[src/rtl/bgcd_pkg.sv]
package bgcd_pkg;

  localparam int DEF_WINDOW_LENGTH    = 50;
  localparam int DEF_RIGHT_BAND_START = 1043;

  localparam int GRID_ROWS = 6;
  localparam int GRID_COLS = 7;

  localparam logic [31:0] BAND_MARK_LOW  = 32'd214;
  localparam logic [31:0] BAND_MARK_HIGH = 32'd214 << 8;

  localparam logic signed [11:0] NOT_FOUND_TL = 12'sd1000;
  localparam logic signed [11:0] NOT_FOUND_BR = -12'sd1;

  // Reciprocal constants for truncating division of a 12-bit magnitude by 12 and 14.
  localparam int          DIV_SHIFT  = 15;
  localparam logic [11:0] DIV12_MULT = 12'd2731;
  localparam logic [11:0] DIV14_MULT = 12'd2341;

  typedef logic [2:0] cfg_index_t;

  localparam cfg_index_t REG_DETECT_MODE      = 3'd0;
  localparam cfg_index_t REG_FRAME_WIDTH      = 3'd1;
  localparam cfg_index_t REG_FRAME_HEIGHT     = 3'd2;
  localparam cfg_index_t REG_DARK_THRESHOLD   = 3'd3;
  localparam cfg_index_t REG_WHITE_FLOOR      = 3'd4;
  localparam cfg_index_t REG_MARKER_SPLIT_ROW = 3'd5;

  typedef enum logic [1:0] {
    COLOUR_WHITE = 2'd0,
    COLOUR_GREEN = 2'd1,
    COLOUR_RED   = 2'd2
  } cell_colour_t;

  typedef logic signed [11:0] coord_t;

  typedef struct packed {
    coord_t top_row;
    coord_t left_col;
    coord_t bottom_row;
    coord_t right_col;
  } corners_t;

  typedef logic [GRID_ROWS-1:0][10:0] row_centres_t;
  typedef logic [GRID_COLS-1:0][10:0] col_centres_t;

  typedef struct packed {
    logic       push;
    logic       clear;
    logic [9:0] bright;
  } win_req_t;

  typedef struct packed {
    logic        full;
    logic [15:0] sum;
  } win_stat_t;

endpackage

[src/rtl/bgcd_window.sv]
module bgcd_window #(
  parameter int WINDOW_LENGTH = bgcd_pkg::DEF_WINDOW_LENGTH
) (
  input  logic                clk,
  input  logic                rst,
  input  bgcd_pkg::win_req_t  req,
  output bgcd_pkg::win_stat_t stat
);
  import bgcd_pkg::*;

  localparam int PW = $clog2(WINDOW_LENGTH);
  localparam logic [PW-1:0] LAST = PW'(WINDOW_LENGTH - 1);

  logic [9:0]    store [WINDOW_LENGTH];
  logic [9:0]    rd_data;
  logic [PW-1:0] pos, pos_next, pos_eff, wp, rd_addr;
  logic          full, full_next, full_eff, full_new;
  logic [15:0]   sum, sum_next, sum_eff, sum_sub, sum_new;

  always_comb begin
    pos_eff  = req.clear ? LAST : pos;
    full_eff = req.clear ? 1'b0 : full;
    sum_eff  = req.clear ? 16'd0 : sum;
    wp       = (pos_eff == LAST) ? '0 : pos_eff + 1'b1;
    // rd_data already holds the entry about to be overwritten.
    sum_sub  = full_eff ? sum_eff - {6'd0, rd_data} : sum_eff;
    sum_new  = sum_sub + {6'd0, req.bright};
    full_new = full_eff | (wp == LAST);
    pos_next  = req.push ? wp : pos_eff;
    full_next = req.push ? full_new : full_eff;
    sum_next  = req.push ? sum_new : sum_eff;
    // Fetch the entry the following beat will replace.
    rd_addr  = (pos_next == LAST) ? '0 : pos_next + 1'b1;
  end

  assign stat.full = full_new;
  assign stat.sum  = sum_new;

  always_ff @(posedge clk) begin
    if (rst) begin
      pos  <= LAST;
      full <= 1'b0;
      sum  <= 16'd0;
    end else begin
      pos  <= pos_next;
      full <= full_next;
      sum  <= sum_next;
    end
  end

  always_ff @(posedge clk) begin
    if (req.push) begin
      store[wp] <= req.bright;
    end
  end

  always_ff @(posedge clk) begin
    rd_data <= store[rd_addr];
  end

endmodule

[src/rtl/bgcd_centres.sv]
module bgcd_centres (
  input  logic                   clk,
  input  logic                   rst,
  input  logic                   start,
  input  bgcd_pkg::corners_t     corners,
  output bgcd_pkg::row_centres_t centre_rows,
  output bgcd_pkg::col_centres_t centre_cols,
  output logic                   busy
);
  import bgcd_pkg::*;

  logic              pend, step_valid;
  logic signed [12:0] dy_diff, dx_diff;
  logic [11:0]       dy_mag, dx_mag;
  logic [23:0]       dy_prod, dx_prod;
  logic [8:0]        dy_quot, dx_quot;
  logic [7:0]        dy_step, dx_step, dy, dx;
  logic [10:0]       base_row, base_col;
  row_centres_t      rows_next;
  col_centres_t      cols_next;

  always_comb begin
    dy_diff = {corners.bottom_row[11], corners.bottom_row}
            - {corners.top_row[11], corners.top_row};
    dx_diff = {corners.right_col[11], corners.right_col}
            - {corners.left_col[11], corners.left_col};
    dy_mag  = dy_diff[12] ? 12'(-dy_diff) : dy_diff[11:0];
    dx_mag  = dx_diff[12] ? 12'(-dx_diff) : dx_diff[11:0];
    dy_prod = dy_mag * DIV12_MULT;
    dx_prod = dx_mag * DIV14_MULT;
    dy_quot = dy_prod[DIV_SHIFT +: 9];
    dx_quot = dx_prod[DIV_SHIFT +: 9];
    // Quotients truncate toward zero, so the sign goes back on afterwards.
    dy_step = dy_diff[12] ? 8'(-dy_quot) : dy_quot[7:0];
    dx_step = dx_diff[12] ? 8'(-dx_quot) : dx_quot[7:0];
  end

  always_comb begin
    for (int k = 0; k < GRID_ROWS; k++) begin
      rows_next[k] = 11'({3'd0, dy} * 11'(2 * k + 1)) + base_row;
    end
    for (int k = 0; k < GRID_COLS; k++) begin
      cols_next[k] = 11'({3'd0, dx} * 11'(2 * k + 1)) + base_col;
    end
  end

  always_ff @(posedge clk) begin
    if (rst) begin
      pend        <= 1'b0;
      step_valid  <= 1'b0;
      centre_rows <= '0;
      centre_cols <= '0;
    end else begin
      pend       <= start;
      step_valid <= pend;
      if (step_valid) begin
        centre_rows <= rows_next;
        centre_cols <= cols_next;
      end
    end
  end

  always_ff @(posedge clk) begin
    if (pend) begin
      dy       <= dy_step;
      dx       <= dx_step;
      base_row <= corners.top_row[10:0];
      base_col <= corners.left_col[10:0];
    end
  end

  assign busy = pend | step_valid;

endmodule

[src/rtl/board_grid_corner_and_colour_detector_core.sv]
// A pixel accepted into the input register has its result registered in the output registers.
// Throughput: one pixel per clock while result_ready does not hold the output. After the last
// pixel of a corner-mode frame the core holds while the centres are found from the corners.
// Reset (synchronous, active high) restores the configuration, counters, corners and grid;
// the window memory is not cleared, since entries are only read once written in the frame.
module board_grid_corner_and_colour_detector_core #(
  parameter int WINDOW_LENGTH    = bgcd_pkg::DEF_WINDOW_LENGTH,
  parameter int RIGHT_BAND_START = bgcd_pkg::DEF_RIGHT_BAND_START
) (
  input  logic                   clk,
  input  logic                   rst,
  input  logic                   pixel_valid,
  output logic                   pixel_ready,
  input  logic [31:0]            pixel_word,
  output logic                   result_valid,
  input  logic                   result_ready,
  output logic [31:0]            out_pixel,
  output logic                   frame_done,
  output logic [10:0]            top_row,
  output logic signed [11:0]     left_col,
  output logic signed [11:0]     bottom_row,
  output logic signed [11:0]     right_col,
  output logic                   colour_valid,
  output logic [5:0]             cell_index,
  output bgcd_pkg::cell_colour_t cell_colour,
  input  logic                   cfg_valid,
  output logic                   cfg_ready,
  input  bgcd_pkg::cfg_index_t   cfg_index,
  input  logic [15:0]            cfg_data
);
  import bgcd_pkg::*;

  // Configuration
  logic        detect_mode;
  logic [10:0] frame_width, frame_height, marker_split_row;
  logic [15:0] dark_threshold;
  logic [7:0]  white_floor;

  // Input register
  logic        s1_valid;
  logic [31:0] s1_pixel;

  // Frame state
  logic [10:0] row_count, col_count, row_next, col_next;
  logic        lower_half, lower_next;
  corners_t    corners, corners_eff, corners_next;
  logic [2:0]  grid_row, grid_col, grid_row_eff, grid_col_eff, grid_row_next, grid_col_next;

  logic        out_free, centre_busy, fire, frame_start, in_band, done, start_centres;
  logic        lower_eff, dark, hit;
  logic [7:0]  red, green, blue;
  logic [11:0] col_inc, row_inc;
  logic signed [12:0] tl_sum, br_sum, ij_sum;
  logic [10:0] row_centre, col_centre;
  logic [31:0] pixel_res;
  logic [5:0]  cidx;
  cell_colour_t colour;
  win_req_t    win_req;
  win_stat_t   win_stat;
  row_centres_t centre_rows;
  col_centres_t centre_cols;

  assign cfg_ready = 1'b1;

  always_ff @(posedge clk) begin
    if (rst) begin
      detect_mode      <= 1'b0;
      frame_width      <= 11'd1280;
      frame_height     <= 11'd720;
      dark_threshold   <= 16'd0;
      white_floor      <= 8'd140;
      marker_split_row <= 11'd0;
    end else if (cfg_valid) begin
      case (cfg_index)
        REG_DETECT_MODE:      detect_mode      <= cfg_data[0];
        REG_FRAME_WIDTH:      frame_width      <= cfg_data[10:0];
        REG_FRAME_HEIGHT:     frame_height     <= cfg_data[10:0];
        REG_DARK_THRESHOLD:   dark_threshold   <= cfg_data;
        REG_WHITE_FLOOR:      white_floor      <= cfg_data[7:0];
        REG_MARKER_SPLIT_ROW: marker_split_row <= cfg_data[10:0];
        default: ;
      endcase
    end
  end

  assign out_free    = !result_valid || result_ready;
  assign fire        = s1_valid && out_free && !centre_busy;
  assign pixel_ready = !s1_valid || (out_free && !centre_busy);

  always_ff @(posedge clk) begin
    if (rst) begin
      s1_valid <= 1'b0;
    end else if (pixel_valid && pixel_ready) begin
      s1_valid <= 1'b1;
    end else if (fire) begin
      s1_valid <= 1'b0;
    end
  end

  always_ff @(posedge clk) begin
    if (pixel_valid && pixel_ready) begin
      s1_pixel <= pixel_word;
    end
  end

  always_comb begin
    red   = s1_pixel[7:0];
    green = s1_pixel[15:8];
    blue  = s1_pixel[23:16];

    frame_start = (row_count == '0) && (col_count == '0);
    in_band     = col_count >= 11'(RIGHT_BAND_START);

    // The first pixel of a frame sees the per-frame state as if freshly reset.
    if (frame_start) begin
      corners_eff  = '{NOT_FOUND_TL, NOT_FOUND_TL, NOT_FOUND_BR, NOT_FOUND_BR};
      lower_eff    = 1'b0;
      grid_row_eff = '0;
      grid_col_eff = '0;
    end else begin
      corners_eff  = corners;
      lower_eff    = lower_half;
      grid_row_eff = grid_row;
      grid_col_eff = grid_col;
    end

    win_req.clear  = fire && frame_start;
    win_req.push   = fire && !detect_mode && !in_band;
    win_req.bright = {2'd0, red} + {2'd0, green} + {2'd0, blue};

    dark   = win_stat.full && (win_stat.sum < dark_threshold);
    tl_sum = {corners_eff.top_row[11], corners_eff.top_row}
           + {corners_eff.left_col[11], corners_eff.left_col};
    br_sum = {corners_eff.bottom_row[11], corners_eff.bottom_row}
           + {corners_eff.right_col[11], corners_eff.right_col};
    ij_sum = {2'd0, row_count} + {2'd0, col_count};

    corners_next = corners_eff;
    lower_next   = lower_eff;
    pixel_res    = s1_pixel;
    if (!detect_mode) begin
      if (in_band) begin
        pixel_res = BAND_MARK_LOW;
      end else begin
        lower_next = lower_eff || (row_count > {1'b0, frame_height[10:1]});
        if (!lower_next) begin
          if (dark && (tl_sum > ij_sum)) begin
            corners_next.top_row  = {1'b0, row_count};
            corners_next.left_col = {1'b0, col_count} - 12'(WINDOW_LENGTH);
          end
        end else begin
          if (dark && (br_sum < ij_sum)) begin
            corners_next.bottom_row = {1'b0, row_count};
            corners_next.right_col  = {1'b0, col_count};
          end
        end
      end
    end else if (in_band) begin
      pixel_res = (row_count < marker_split_row) ? BAND_MARK_LOW : BAND_MARK_HIGH;
    end

    row_centre = (grid_row_eff < 3'(GRID_ROWS)) ? centre_rows[grid_row_eff] : '0;
    col_centre = centre_cols[grid_col_eff];
    hit = detect_mode && !in_band && (grid_row_eff < 3'(GRID_ROWS))
          && (grid_col_eff < 3'(GRID_COLS))
          && (row_count == row_centre) && (col_count == col_centre);

    if ((red > white_floor) && (green > white_floor)) begin
      colour = COLOUR_WHITE;
    end else if (red > green) begin
      colour = COLOUR_RED;
    end else begin
      colour = COLOUR_GREEN;
    end
    cidx = 6'({3'd0, grid_row_eff} * 6'(GRID_COLS)) + {3'd0, grid_col_eff};

    grid_row_next = grid_row_eff;
    grid_col_next = grid_col_eff;
    if (hit) begin
      if (grid_col_eff >= 3'(GRID_COLS - 1)) begin
        grid_col_next = '0;
        grid_row_next = grid_row_eff + 3'd1;
      end else begin
        grid_col_next = grid_col_eff + 3'd1;
      end
    end

    col_inc = {1'b0, col_count} + 12'd1;
    row_inc = {1'b0, row_count} + 12'd1;
    done    = 1'b0;
    if (col_inc >= {1'b0, frame_width}) begin
      col_next = '0;
      if (row_inc >= {1'b0, frame_height}) begin
        row_next = '0;
        done     = 1'b1;
      end else begin
        row_next = row_inc[10:0];
      end
    end else begin
      col_next = col_inc[10:0];
      row_next = row_count;
    end

    start_centres = fire && done && !detect_mode;
  end

  bgcd_window #(
    .WINDOW_LENGTH(WINDOW_LENGTH)
  ) u_window (
    .clk (clk),
    .rst (rst),
    .req (win_req),
    .stat(win_stat)
  );

  bgcd_centres u_centres (
    .clk        (clk),
    .rst        (rst),
    .start      (start_centres),
    .corners    (corners),
    .centre_rows(centre_rows),
    .centre_cols(centre_cols),
    .busy       (centre_busy)
  );

  always_ff @(posedge clk) begin
    if (rst) begin
      row_count  <= '0;
      col_count  <= '0;
      lower_half <= 1'b0;
      corners    <= '{NOT_FOUND_TL, NOT_FOUND_TL, NOT_FOUND_BR, NOT_FOUND_BR};
      grid_row   <= '0;
      grid_col   <= '0;
    end else if (fire) begin
      row_count  <= row_next;
      col_count  <= col_next;
      lower_half <= lower_next;
      corners    <= corners_next;
      grid_row   <= grid_row_next;
      grid_col   <= grid_col_next;
    end
  end

  always_ff @(posedge clk) begin
    if (rst) begin
      result_valid <= 1'b0;
    end else if (out_free) begin
      result_valid <= fire;
    end
  end

  always_ff @(posedge clk) begin
    if (fire) begin
      out_pixel    <= pixel_res;
      frame_done   <= done;
      top_row      <= done ? corners_next.top_row[10:0] : '0;
      left_col     <= done ? corners_next.left_col : '0;
      bottom_row   <= done ? corners_next.bottom_row : '0;
      right_col    <= done ? corners_next.right_col : '0;
      colour_valid <= hit;
      cell_index   <= hit ? cidx : '0;
      cell_colour  <= hit ? colour : COLOUR_WHITE;
    end
  end

  a_cell_in_grid: assert property (@(posedge clk) disable iff (rst)
    result_valid |-> (cell_index < 6'(GRID_ROWS * GRID_COLS)))
    else $error("cell index beyond the grid");

  a_centres_hold: assert property (@(posedge clk) disable iff (rst)
    start_centres |=> centre_busy && !fire)
    else $error("pixel processed while centres were being computed");

  a_col_step: assert property (@(posedge clk) disable iff (rst)
    fire |=> (col_count == '0) || (col_count == $past(col_count) + 11'd1))
    else $error("column count skipped");

endmodule
[config.mk]
export PLATFORM = sky130hd
export DESIGN_NAME = board_grid_corner_and_colour_detector_core
export DESIGN_NICKNAME = d
export VERILOG_FILES = /design/src/rtl/bgcd_pkg.sv /design/src/rtl/bgcd_window.sv /design/src/rtl/bgcd_centres.sv /design/src/rtl/board_grid_corner_and_colour_detector_core.sv
export SDC_FILE = /design/constraint.sdc
export NUM_CORES = 2
export LEC_CHECK = 0
export ABC_AREA = 1
export BUFFER_PORTS_ARGS = -buffer_cell sky130_fd_sc_hd__buf_2
export CAP_MARGIN = 15
export CORE_AREA = 8 8 378 343
export CTS_BUF_LIST = sky130_fd_sc_hd__clkbuf_8
export CTS_CLUSTER_DIAMETER = 60
export CTS_CLUSTER_SIZE = 24
export DETAILED_ROUTE_END_ITERATION = 10
export DIE_AREA = 0 0 386 351
export PLACE_DENSITY = 0.73
export SLEW_MARGIN = 5
export SYNTH_ARGS = -nofsm -noshare
export SYNTH_HDL_FRONTEND = slang
export SYNTH_SLANG_ARGS = --single-unit
[constraint.sdc]
create_clock -name clk -period 11.3 [get_ports clk]
set_clock_uncertainty 0.2 [all_clocks]
set_input_delay 1.695 -clock clk [delete_from_list [all_inputs] [get_ports clk]]
set_output_delay 1.695 -clock clk [all_outputs]
set_load 0.05 [all_outputs]
==> metrics.cfg <==
[run_status]
status = finished clean

[floorplanning]
rows = 123
initial_core_utilization_pct = 49.4
core_region_area_um2 = 124000
floorplan.die.height_um = 351
num_io_pins = 148
floorplan.die.width_um = 386
die_area_um2 = 135000

[sta]
highest_clock_rate_mhz = 117
postLayoutSetupSlackWorst_ns = 2.73
finalMaxSlewViolations = 0
tightestPinTransition_ns = 1.23
report.final.hold_viol_count = 0
setup-violations-final = 0
grt_setup_unrepaired = no
tns_ns = 0
finalWorstPathRequiredPeriod_ns = 8.57
period_share_pct = 75.8
slew_headroom_pct = 18.2

[route]
drtPass1Iterations = 6
wl_per_cell_um = 19.5
first_iter_violations = 4948
post_drt_via_cell_ratio = 5.55
drc = 0
wl_um = 169000
ant_nets = 0
num_vias = 48000

[grt]
first_global_vias = 46300
antenna_found_initial = 24
global_route.overflow_total = 0
grt_first_pass_wirelength_um = 262000
globalRouteTotalUtil_pct = 24.4
grt_max_degree = 155

[place]
io_buffer_count = 146
place_worst_setup_slack_ns = 2.01
routabilityCongestion = 0.947
place.detailed.hpwl_um = 117000

[synthesis]
post_synth_instance_area_um2 = 61000
postSynth.topFlopCell = sky130_fd_sc_hd__edfxtp_1
postSynth.asyncResetShare_pct = 0
yosys_register_bits = 953
synth.net_count = 7690
syn_area_per_cell_um2 = 8.82
synth-edff-count = 659
syn_inst = 6919
synth.distinct_cells = 66
sequential_to_total_area_share_from_yosys_stat_pct = 42.1
yosys_warnings = 0

[clocking]
ctsLongestPathBuffers = 3
post_cts_buffers = 0
tritoncts = yes
cts_resized = 0
cts.reportedPaths.clkPinSlew_ns = 0.11
numClockSinks = 953
cts_root_buffer = sky130_fd_sc_hd__clkbuf_8
cts_h_tree_depth = 3
cts-buffers-inserted = 90
worstSkewPairLatency_ns = 0.83
postCtsHoldBufs = 0

[setup_path]
crit_type = primary input to flip-flop
cp_max_fo = 46
crit_end_category = flip-flop
cp_top_family = simple AND/OR/NAND/NOR gates
setup.worst_path.start_class = primary input
crit_buf_inv = 4
critical_path_required_ns = 11.79
largest_stage_delay_on_the_critical_path_ns = 0.71
critical-path-slowest-cell = sky130_fd_sc_hd__nand3_2
timing.critical_path.arrival_ns = 9.06
path_common_cell = sky130_fd_sc_hd__nand2_1

[flow_run]
maxCapViolCount = 0

[finish]
area_growth_syn_to_layout_pct = 6.76
num-fill-cells = 11100
finish.net_count = 7709
final_layout_size_suffix_gt1_share_pct = 7.16

[min_path]
hold_class = flip-flop to flip-flop

[power_and_ir_drop]
power_per_cell_area_nw_per_um2 = 286
total_leakage_power_nw = 30.0
vdd_ir_drop_max_mv = 0.860

-- where the power goes --
part           internal, W  leakage (nW)  switching (W)
clock              0.00108          1.14        0.00147
sequential         0.00428          8.40      0.0000476
combinational      0.00395          20.4        0.00781
total              0.00931          30.0        0.00933
-- layer usage --
metal | track usage (%) | up-vias | share of wire [%] | routed length, um
met2 | 36.6 | 2051 | 43 | 72400
li1 | - | 22900 | - | -
met5 | 0 | - | 0.090 | 152
met4 | 6.66 | 20 | 2.7 | 4560
met3 | 6.66 | 315 | 11 | 18300
met1 | 34.7 | 22800 | 44 | 73500
-- stage by stage --
stage / utilization [%] / cells / hold slack, ns / area [um2] / total power, W
detailed placement: 50.8 / 8468 / 0.244 / 62800 / 0.0159
CTS: 52.7 / 8638 / 0.259 / 65100 / 0.0186
finish: 52.7 / 8653 / 0.257 / 65200 / 0.0186
global route: 52.7 / 8643 / 0.279 / 65100 / 0.0204
floorplan: - / 6919 / 0.208 / 61000 / 0.0129
global placement: 50.8 / 8468 / 0.236 / 62800 / 0.0157
-- kinds of logic after synthesis --
kind of cell / synth area share (%)
compound gates: 10.0
xor+xnor: 3.57
fa+ha+maj: 17.0
buf+inv: 9.55
flops: 42.1
other cells: 0.00614
simple gates: 17.8
-- synth_stat cells, types with 20 or more instances --
master | n | share of area [%]
sky130_fd_sc_hd__o21ai_0 | 380 | 3.1
sky130_fd_sc_hd__o21ai_1 | 40 | 0.33
sky130_fd_sc_hd__dfxtp_1 | 294 | 9.6
sky130_fd_sc_hd__nand3_1 | 609 | 5.0
sky130_fd_sc_hd__or2_2 | 62 | 0.64
sky130_fd_sc_hd__nand3b_1 | 74 | 0.91
sky130_fd_sc_hd__ha_1 | 528 | 11
sky130_fd_sc_hd__inv_1 | 1169 | 7.2
sky130_fd_sc_hd__buf_6 | 20 | 0.37
sky130_fd_sc_hd__nand2_1 | 983 | 6.0
sky130_fd_sc_hd__buf_2 | 75 | 0.62
sky130_fd_sc_hd__clkbuf_1 | 111 | 0.68
sky130_fd_sc_hd__inv_2 | 20 | 0.12
sky130_fd_sc_hd__nand2_2 | 23 | 0.24
sky130_fd_sc_hd__o21bai_1 | 26 | 0.32
sky130_fd_sc_hd__nand4_1 | 42 | 0.43
sky130_fd_sc_hd__edfxtp_1 | 659 | 32
sky130_fd_sc_hd__nor3_1 | 31 | 0.25
sky130_fd_sc_hd__a21oi_1 | 457 | 3.7
sky130_fd_sc_hd__and2_1 | 26 | 0.27
sky130_fd_sc_hd__xor2_1 | 192 | 2.8
sky130_fd_sc_hd__o211ai_1 | 82 | 1.0
sky130_fd_sc_hd__o2111ai_1 | 32 | 0.46
sky130_fd_sc_hd__buf_4 | 31 | 0.38
sky130_fd_sc_hd__xnor2_1 | 57 | 0.82
sky130_fd_sc_hd__fa_1 | 187 | 6.1
sky130_fd_sc_hd__nor2_1 | 563 | 3.5
-- final timing paths --
kind                                        start           endpoint  slack, ns  cells past startpoint
worst max register to register       row_count[1]       right_col[1]       2.76                     36
worst max-delay path                 result_ready       right_col[1]       2.73                     37
worst min register to register  dark_threshold[0]  dark_threshold[0]       0.26                      2
worst min-delay path            dark_threshold[0]  dark_threshold[0]       0.26                      2
-- tightest hold or removal path: stages, from the launching register on --
cell	delay, ns
sky130_fd_sc_hd__dfxtp_1	0.31
sky130_fd_sc_hd__inv_1	0.05
sky130_fd_sc_hd__a21oi_1	0.05
-- state kept, by name, summed over array words and instances (netlist names), 12 cells and up --
signal                 cells
u_centres.centre_rows     57
right_col                 12
bottom_row                12
s1_pixel                  32
u_window.sum              16
u_window.store           500
left_col                  12
dark_threshold            16
corners                   48
u_centres.centre_cols     65
out_pixel                 32
-- cell type report --
| class | instances | area [um2] | share of cell area, % |
|---|---|---|---|
| clock buffers | 95 | 1310 | 2.01 |
| inverters | 1195 | 4500 | 6.91 |
| well taps | 1625 | 2030 | 3.12 |
| repair buffers | 184 | 1060 | 1.62 |
| clock inverters | 75 | 940 | 1.44 |
| diodes | 12 | 30.0 | 0.0461 |
| multi-input cells | 4514 | 29600 | 45.4 |
| flip-flops and latches | 953 | 25700 | 39.4 |
-- placed cells by master (no fill, tap or decap), drive strengths merged, types with 12 or more instances in the layout --
cell type / netlist / layout
o211ai: 82 / 82
ha: 528 / 528
o21ai: 422 / 422
fa: 187 / 187
nand3b: 74 / 74
buf: 146 / 184
o21bai: 26 / 26
a21oi: 458 / 458
nor2: 573 / 573
dfxtp: 294 / 294
xnor2: 57 / 57
nor3: 32 / 32
a211oi: 14 / 14
clkinv: 5 / 26
or2: 64 / 64
xor2: 192 / 192
edfxtp: 659 / 659
nand3: 616 / 616
nand2: 1009 / 1009
o2111ai: 32 / 32
diode: 0 / 12
and2: 27 / 27
clkbuf: 111 / 95
nand4: 44 / 44
inv: 1190 / 1229
(Power assumes the default switching activity.)
